**src/design/lr_pkg.sv**
```systemverilog
`timescale 1ns / 1ps

package lr_pkg;

  // coordinate and field widths
  localparam int COORD_WIDTH = 16;
  localparam int ERR_W       = COORD_WIDTH + 1;
  localparam int CFG_W       = 11;
  localparam int ADDR_W      = 20;
  localparam int COLOUR_W    = 8;
  localparam int CMP_W       = (COORD_WIDTH > CFG_W) ? COORD_WIDTH : CFG_W;

  // stream payload widths, padded to whole bytes
  localparam int S_FIELDS_W  = 4 * COORD_WIDTH + COLOUR_W;
  localparam int S_DATA_W    = ((S_FIELDS_W + 7) / 8) * 8;
  localparam int M_FIELDS_W  = 2 * COORD_WIDTH + COLOUR_W + 1 + ADDR_W;
  localparam int M_DATA_W    = ((M_FIELDS_W + 7) / 8) * 8;

  // config port
  localparam int APB_ADDR_W  = 3;
  localparam int APB_DATA_W  = 32;
  localparam logic REG_SCREEN_WIDTH  = 1'b0;
  localparam logic REG_SCREEN_HEIGHT = 1'b1;
  localparam logic [CFG_W-1:0] WIDTH_RESET  = CFG_W'(320);
  localparam logic [CFG_W-1:0] HEIGHT_RESET = CFG_W'(200);

  // request kinds
  localparam logic REQ_START = 1'b0;
  localparam logic REQ_STEP  = 1'b1;

  typedef logic signed [COORD_WIDTH-1:0] coord_t;

  // one emitted pixel before clipping and addressing
  typedef struct packed {
    logic                produced;
    coord_t              x;
    coord_t              y;
    logic [COLOUR_W-1:0] colour;
    logic                last;
  } pix_t;

endpackage

```
**src/design/line_rasterizer_unit.sv**
```systemverilog
`timescale 1ns / 1ps

// channel   | dir | handshake                    | payload
// ----------+-----+------------------------------+---------------------------------------------
// s_axis    | in  | s_axis_tvalid / s_axis_tready | tuser req_type, tdata endpoints and colour
// m_axis    | out | m_axis_tvalid / m_axis_tready | tuser produced, tlast last_pixel, tdata pixel
// apb       | in  | psel / penable / pready      | screen_width at 0x0, screen_height at 0x4
//
// one transfer in, one transfer out, one item per cycle sustained while m_axis_tready is not held low
// the line state update and the address multiply each get a register
// the 11x11 multiply for row*width+column sets the second stage
// reset clears the line state (no line active) and loads a 320x200 screen
// a stalled output holds its transfer; the front stage keeps accepting until both stages are full

module line_rasterizer_unit (
  input  logic                          clk_i,
  input  logic                          rst_ni,
  // start_x, start_y, end_x, end_y, colour (lowest bits first)
  input  logic [lr_pkg::S_DATA_W-1:0]   s_axis_tdata,
  // req_type
  input  logic                          s_axis_tuser,
  input  logic                          s_axis_tvalid,
  output logic                          s_axis_tready,
  // pixel_x, pixel_y, pixel_colour, visible, pixel_address (lowest bits first)
  output logic [lr_pkg::M_DATA_W-1:0]   m_axis_tdata,
  // produced
  output logic                          m_axis_tuser,
  output logic                          m_axis_tlast,
  output logic                          m_axis_tvalid,
  input  logic                          m_axis_tready,
  input  logic                          psel,
  input  logic                          penable,
  input  logic                          pwrite,
  input  logic [lr_pkg::APB_ADDR_W-1:0] paddr,
  input  logic [lr_pkg::APB_DATA_W-1:0] pwdata,
  output logic [lr_pkg::APB_DATA_W-1:0] prdata,
  output logic                          pready
);
  import lr_pkg::*;

  // config registers
  logic [CFG_W-1:0] width_q, height_q;
  logic             cfg_write;

  // line state
  coord_t                 cur_x_q, cur_x_d, cur_y_q, cur_y_d;
  logic signed [1:0]      step_x_q, step_x_d, step_y_q, step_y_d;
  logic [COORD_WIDTH-1:0] major_q, major_d, minor_q, minor_d;
  logic [ERR_W-1:0]       err_q, err_d;
  logic [COORD_WIDTH-1:0] steps_q, steps_d;
  logic                   x_major_q, x_major_d;
  logic [COLOUR_W-1:0]    colour_q, colour_d;
  logic                   active_q, active_d;

  // pipeline control
  logic s1_valid_q, m_valid_q;
  logic adv1, adv2, in_fire;
  pix_t pix_q, pix_d;

  // second stage
  logic                       visible;
  logic [ADDR_W-1:0]          addr;
  logic [M_DATA_W-1:0]        m_data_q, m_data_d;
  logic                       m_user_q, m_last_q;

  // ---------------------------------------------------------------- config port
  assign pready    = 1'b1;
  assign cfg_write = psel && penable && pwrite && pready;

  always_comb begin
    case (paddr[2])
      REG_SCREEN_WIDTH:  prdata = APB_DATA_W'(width_q);
      REG_SCREEN_HEIGHT: prdata = APB_DATA_W'(height_q);
      default:           prdata = '0;
    endcase
  end

  always_ff @(posedge clk_i or negedge rst_ni) begin
    if (!rst_ni) begin
      width_q  <= WIDTH_RESET;
      height_q <= HEIGHT_RESET;
    end else if (cfg_write) begin
      if (paddr[2] == REG_SCREEN_WIDTH) begin
        width_q <= pwdata[CFG_W-1:0];
      end else begin
        height_q <= pwdata[CFG_W-1:0];
      end
    end
  end

  // ---------------------------------------------------------------- handshake
  assign adv2          = !m_valid_q || m_axis_tready;
  assign adv1          = !s1_valid_q || adv2;
  assign s_axis_tready = adv1;
  assign in_fire       = s_axis_tvalid && adv1;

  // ---------------------------------------------------------------- stage 1: bresenham step
  always_comb begin
    coord_t                 sx, sy, ex, ey;
    logic signed [ERR_W-1:0] dx, dy;
    logic [COORD_WIDTH-1:0] ax, ay;
    logic [ERR_W-1:0]       err_sum;
    logic                   take;

    sx = s_axis_tdata[COORD_WIDTH-1:0];
    sy = s_axis_tdata[2*COORD_WIDTH-1:COORD_WIDTH];
    ex = s_axis_tdata[3*COORD_WIDTH-1:2*COORD_WIDTH];
    ey = s_axis_tdata[4*COORD_WIDTH-1:3*COORD_WIDTH];

    // deltas one bit wider than the coordinates so they never overflow
    dx = ERR_W'(ex) - ERR_W'(sx);
    dy = ERR_W'(ey) - ERR_W'(sy);
    ax = dx[ERR_W-1] ? COORD_WIDTH'(-dx) : COORD_WIDTH'(dx);
    ay = dy[ERR_W-1] ? COORD_WIDTH'(-dy) : COORD_WIDTH'(dy);

    err_sum = err_q + ERR_W'(minor_q);
    take    = err_sum >= ERR_W'(major_q);

    cur_x_d   = cur_x_q;
    cur_y_d   = cur_y_q;
    step_x_d  = step_x_q;
    step_y_d  = step_y_q;
    major_d   = major_q;
    minor_d   = minor_q;
    err_d     = err_q;
    steps_d   = steps_q;
    x_major_d = x_major_q;
    colour_d  = colour_q;
    active_d  = active_q;
    pix_d     = '0;

    if (s_axis_tuser == REQ_START) begin
      cur_x_d   = sx;
      cur_y_d   = sy;
      step_x_d  = dx[ERR_W-1] ? 2'sb11 : ((dx != '0) ? 2'sb01 : 2'sb00);
      step_y_d  = dy[ERR_W-1] ? 2'sb11 : ((dy != '0) ? 2'sb01 : 2'sb00);
      // ties go to x as the major axis
      x_major_d = ax >= ay;
      major_d   = x_major_d ? ax : ay;
      minor_d   = x_major_d ? ay : ax;
      err_d     = ERR_W'(major_d >> 1);
      steps_d   = major_d;
      colour_d  = s_axis_tdata[4*COORD_WIDTH+COLOUR_W-1:4*COORD_WIDTH];
      active_d  = major_d != '0;
      pix_d     = '{produced: 1'b1, x: sx, y: sy, colour: colour_d,
                    last: major_d == '0};
    end else if (active_q) begin
      err_d = take ? err_sum - ERR_W'(major_q) : err_sum;
      if (x_major_q) begin
        cur_x_d = cur_x_q + COORD_WIDTH'(step_x_q);
        if (take) begin
          cur_y_d = cur_y_q + COORD_WIDTH'(step_y_q);
        end
      end else begin
        cur_y_d = cur_y_q + COORD_WIDTH'(step_y_q);
        if (take) begin
          cur_x_d = cur_x_q + COORD_WIDTH'(step_x_q);
        end
      end
      steps_d  = steps_q - COORD_WIDTH'(1);
      active_d = steps_d != '0;
      pix_d    = '{produced: 1'b1, x: cur_x_d, y: cur_y_d, colour: colour_q,
                   last: steps_d == '0};
    end
    // a step with no line leaves a record of all zeros
  end

  always_ff @(posedge clk_i or negedge rst_ni) begin
    if (!rst_ni) begin
      cur_x_q   <= '0;
      cur_y_q   <= '0;
      step_x_q  <= '0;
      step_y_q  <= '0;
      major_q   <= '0;
      minor_q   <= '0;
      err_q     <= '0;
      steps_q   <= '0;
      x_major_q <= 1'b0;
      colour_q  <= '0;
      active_q  <= 1'b0;
    end else if (in_fire) begin
      cur_x_q   <= cur_x_d;
      cur_y_q   <= cur_y_d;
      step_x_q  <= step_x_d;
      step_y_q  <= step_y_d;
      major_q   <= major_d;
      minor_q   <= minor_d;
      err_q     <= err_d;
      steps_q   <= steps_d;
      x_major_q <= x_major_d;
      colour_q  <= colour_d;
      active_q  <= active_d;
    end
  end

  always_ff @(posedge clk_i or negedge rst_ni) begin
    if (!rst_ni) begin
      s1_valid_q <= 1'b0;
    end else if (adv1) begin
      s1_valid_q <= in_fire;
    end
  end

  always_ff @(posedge clk_i) begin
    if (in_fire) begin
      pix_q <= pix_d;
    end
  end

  // ---------------------------------------------------------------- stage 2: clip and address
  // negative coordinates are off screen; the unsigned compares handle the rest
  assign visible = pix_q.produced && !pix_q.x[COORD_WIDTH-1] && !pix_q.y[COORD_WIDTH-1] &&
                   (CMP_W'(unsigned'(pix_q.x)) < CMP_W'(width_q)) &&
                   (CMP_W'(unsigned'(pix_q.y)) < CMP_W'(height_q));

  // a visible row is below the height, so it fits the config width
  assign addr = visible
              ? ADDR_W'(CFG_W'(unsigned'(pix_q.y)) * width_q) +
                ADDR_W'(CFG_W'(unsigned'(pix_q.x)))
              : '0;

  always_comb begin
    m_data_d = '0;
    if (pix_q.produced) begin
      m_data_d = M_DATA_W'({addr, visible, pix_q.colour, pix_q.y, pix_q.x});
    end
  end

  always_ff @(posedge clk_i or negedge rst_ni) begin
    if (!rst_ni) begin
      m_valid_q <= 1'b0;
    end else if (adv2) begin
      m_valid_q <= s1_valid_q;
    end
  end

  always_ff @(posedge clk_i) begin
    if (adv2 && s1_valid_q) begin
      m_data_q <= m_data_d;
      m_user_q <= pix_q.produced;
      m_last_q <= pix_q.last;
    end
  end

  assign m_axis_tvalid = m_valid_q;
  assign m_axis_tdata  = m_data_q;
  assign m_axis_tuser  = m_user_q;
  assign m_axis_tlast  = m_last_q;

  // ---------------------------------------------------------------- checks
  // an empty front stage always takes a transfer
  a_front_ready: assert property (@(posedge clk_i) disable iff (!rst_ni)
    !s1_valid_q |-> s_axis_tready)
    else $error("front stage empty but input not ready");

  // a step with no line gives an all-zero result
  a_idle_zero: assert property (@(posedge clk_i) disable iff (!rst_ni)
    (m_axis_tvalid && !m_axis_tuser) |-> (m_axis_tdata == '0 && !m_axis_tlast))
    else $error("empty result carries data");

  // an active line always has pixels left to emit
  a_active_steps: assert property (@(posedge clk_i) disable iff (!rst_ni)
    active_q |-> (steps_q != '0 && major_q != '0))
    else $error("active line with no steps left");

  // the last pixel of a line ends it
  a_last_ends: assert property (@(posedge clk_i) disable iff (!rst_ni)
    (in_fire && pix_d.last) |=> !active_q)
    else $error("line still active after its last pixel");

endmodule

```
**config.mk**
```make
export PLATFORM = sky130hd
export DESIGN_NAME = line_rasterizer_unit
export DESIGN_NICKNAME = d
export VERILOG_FILES = /design/src/design/lr_pkg.sv /design/src/design/line_rasterizer_unit.sv
export SDC_FILE = /design/constraint.sdc
export NUM_CORES = 1
export LEC_CHECK = 0
export BUFFER_PORTS_ARGS = -buffer_cell sky130_fd_sc_hd__buf_2
export CAP_MARGIN = 20
export CORE_MARGIN = 3
export CORE_UTILIZATION = 60
export CTS_BUF_LIST = sky130_fd_sc_hd__clkbuf_4
export DETAILED_ROUTE_END_ITERATION = 6
export PLACE_DENSITY = 0.8
export SLEW_MARGIN = 20
export SYNTH_ARGS = -nofsm -noshare
export SYNTH_HDL_FRONTEND = slang
export SYNTH_SLANG_ARGS = --single-unit
```
**constraint.sdc**
```tcl
create_clock -name clk_i -period 6.9 [get_ports clk_i]
set_clock_uncertainty 0.1 [all_clocks]
set_input_delay 1.035 -clock clk_i [delete_from_list [all_inputs] [get_ports clk_i]]
set_output_delay 1.035 -clock clk_i [all_outputs]
set_load 0.01 [all_outputs]
```
==> run metrics <==
Final Cycle Share=0.9011; highest cell delay on the worst timing path=0.40 ns; CTS tree=built; antenna violations before repair=3; count of nets after finishing=3,012; relative area change from synthesis to final layout=10.81%; Final Wtd Congestion=0.9205; number of warnings printed during yosys synthesis=0; count of pins over their slew limit=0; via count of the first global-routing pass=18,747; starting density of the core=0.6100; most frequent cell after synthesis=nand2_1; maximum fanout along the worst path=6; setup_tns=0 ns; wire length on met3=4232 um; cell with the largest stage delay on the worst path=fa_1; path type of the worst min-delay path=primary input to asynchronous set/reset pin; sequential cell area fraction in the yosys report=0.3006; hold_buf cts=0; area after detailed placement=23,190 um^2; first drt pass iteration count=5; CTS-repair resized insts=0; aggregate global-route resource usage=0.3078; Via Count=18,839; worst slew pin tran=0.9978 ns; share of flip-flops with an asynchronous set or reset after synthesis=0.5625; critical path startpoint category=primary input; post-detailed-routing wire length=60,150 um; wire length on met2=29,710 um; area of the core=35,660 um^2; total of fill cells in the finished design=2,831; number of CTS-inserted buffers=66; number of register bits inferred by synthesis=240; most frequently used flop master after synthesis=dfrtp_1; post-DR wirelength/cell=19.22 um; Finished Cell Area=24,100 um^2; Top Metal Used=met4; number of nets with antenna violations after routing=0; post-synth design cell area=21,750 um^2; Critical Path End Type=register; average via count per standard cell=6.021; port buffer count=167; critical path class=primary input to register; unrepaired setup endpoints after global routing=no; Multi-input gate area=13,850 um^2; total number of clock tree sinks=240; Die Footprint=38,570 um^2; clock root buffer=clkbuf_4; number of H-tree levels=3; number of I/O pins=216; cell taking the most area after synthesis=dfrtp_1; run status=finished, final reports clean; area share of the largest cell type after synthesis=0.1496; CTS clock-pin slew for the worst setup and hold paths=0.06 ns; number of hold-slack violations in the final timing report=0; number of violations reported at the end of detailed-routing iteration 0=1,268; top post-synthesis cells by area=dfrtp_1, edfxtp_1, ha_1; total half-perimeter wirelength after legalization and detailed placement=46,350 um; total routed wire length on the met1 layer=24,070 um; Clk Latency, worst-skew pair=0.75 ns; synth cell count leaders=nand2_1, inv_1, ha_1, a21oi_1, dfrtp_1; number of rows created at floorplan=69; share of cells above drive strength 1=0.1625; syn_area_per_cell=8.995 um^2; wire length of the first global-routing pass=95,120 um; maximum number of pins on one net before global-route repair=90; Post-CTS Setup Inserts=0; shortest clock period the worst path allows after layout=6.218 ns; number of flops mapped to enable cells by yosys=105; achievable clock frequency=0.1608 GHz; required time worst endpoint=7.38 ns; count of max-cap constraint violations=0; number of distinct library cell variants in the gate-level netlist after synthesis=103; final setup vio count=0; worst max-slew margin expressed relative to the limit=0.3323; CTS max path bufs=3; Syn Inst Count=2,418; Arrival @ worst endpoint=6.69 ns; Die H=196.4 um; total congestion overflow=0; sequential cell area=6538 um^2; Post-route DRC=0; Die W=196.4 um; ordered cell list for the critical path=buf_2 -> ha_1 -> fa_1 -> nand2b_1 -> a21o_1 -> a21oi_1 -> a41o_1 -> nor3_1 -> or2_2 -> o41ai_4 -> xor2_1 -> inv_1 -> ha_1 -> nand4_1 -> a211oi_1 -> a21oi_1 -> o211ai_1 -> a31o_2 -> a211oi_1 -> nor4_1 -> o221ai_1 -> a2111oi_2 -> o2111a_1 -> a21o_1
[worst paths after layout]
path / endpoint / slack (ns) / from / depth (start not counted)
max: pix_q[0]$_DFFE_PP_ / 0.68 / s_axis_tdata[0] / 24
min: m_axis_tvalid$_DFFE_PN0P_ / 0.29 / rst_ni / 1
max reg2reg: cur_x_q[15]$_DFFE_PN0P_ / 0.86 / minor_q[0]$_DFFE_PN0P_ / 21
min reg2reg: m_axis_tlast$_DFFE_PP_ / 0.32 / pix_q[0]$_DFFE_PP_ / 0
max in group asynchronous: cur_x_q[6]$_DFFE_PN0P_ / 5.17 / rst_ni / 2
min in group clk_i: m_axis_tlast$_DFFE_PP_ / 0.32 / pix_q[0]$_DFFE_PP_ / 0
[sequential cells by signal (all words and copies together) (netlist names)]
register,flops
minor_q,16
width_q,11
step_y_q,2
pix_q,42
height_q,11
m_axis_tdata,61
steps_q,16
colour_q,8
m_axis_tlast,1
active_q,1
err_q,17
m_axis_tvalid,1
s1_valid_q,1
cur_x_q,16
x_major_q,1
step_x_q,2
cur_y_q,16
major_q,16
m_axis_tuser,1
[through the flow]
step	hold slack [ns]	worst slack, ns	util	instances
after floorplan	0.3003	0.6306	-	2441
after global placement	0.3154	0.08220	0.6504	3009
after detailed placement	0.3066	-0.01242	0.6504	3009
after CTS	0.2896	0.7036	0.6753	3126
after global routing	0.3271	0.2963	0.6760	3129
final	0.2920	0.6824	0.6760	3129
[per-layer routing]
metal,track usage,vias up
met5,0,-
met4,0.1186,0
met3,0.05607,139
met2,0.5396,738
met1,0.3801,9095
li1,-,8867
[cell usage in the layout, fill, tap and decap left out, types with 105 or more instances in the layout]
cell type and instances:
inv_1 243, o21ai_0 129, buf_2 166, and2_1 118, a21oi_1 136, ha_1 185, nor2_1 118, nand2_1 272
dfrtp_1 130, edfxtp_1 105
[kinds of logic after synthesis]
logic type | count (synthesis) | synth area share
multiplexers | 71 | 0.03428
flip-flops | 240 | 0.3006
AND/OR/NAND/NOR | 760 | 0.1739
buffers and inverters | 369 | 0.06914
adder cells (fa/ha/maj) | 281 | 0.1948
AO/OA/AOI/OAI | 589 | 0.1843
other | 2 | 0.0003453
XOR/XNOR | 106 | 0.04268
[layout make-up]
cell class / count / area share
Timing Repair Buffer: 231 / 0.05487
Tap cell: 461 / 0.02393
Sequential cell: 240 / 0.2712
Clock buffer: 88 / 0.02741
Antenna cell: 3 / 0.0003115
Inverter: 245 / 0.03816
Multi-Input combinational cell: 1832 / 0.5746
Clock inverter: 29 / 0.009500
[worst max-delay path: cells and delay by family]
kind | cells | cell delay (ns)
xor gates and xnor gates | 1 | 0.23
AOI/OAI and AO/OA | 13 | 3.08
adders and majority gates | 3 | 0.93
buffers and inverters | 2 | 0.21
and+or+nand+nor | 5 | 1.19
Power is not shown: default switching activity piles up to over one toggle a cycle in this logic, so the estimate is an artifact.
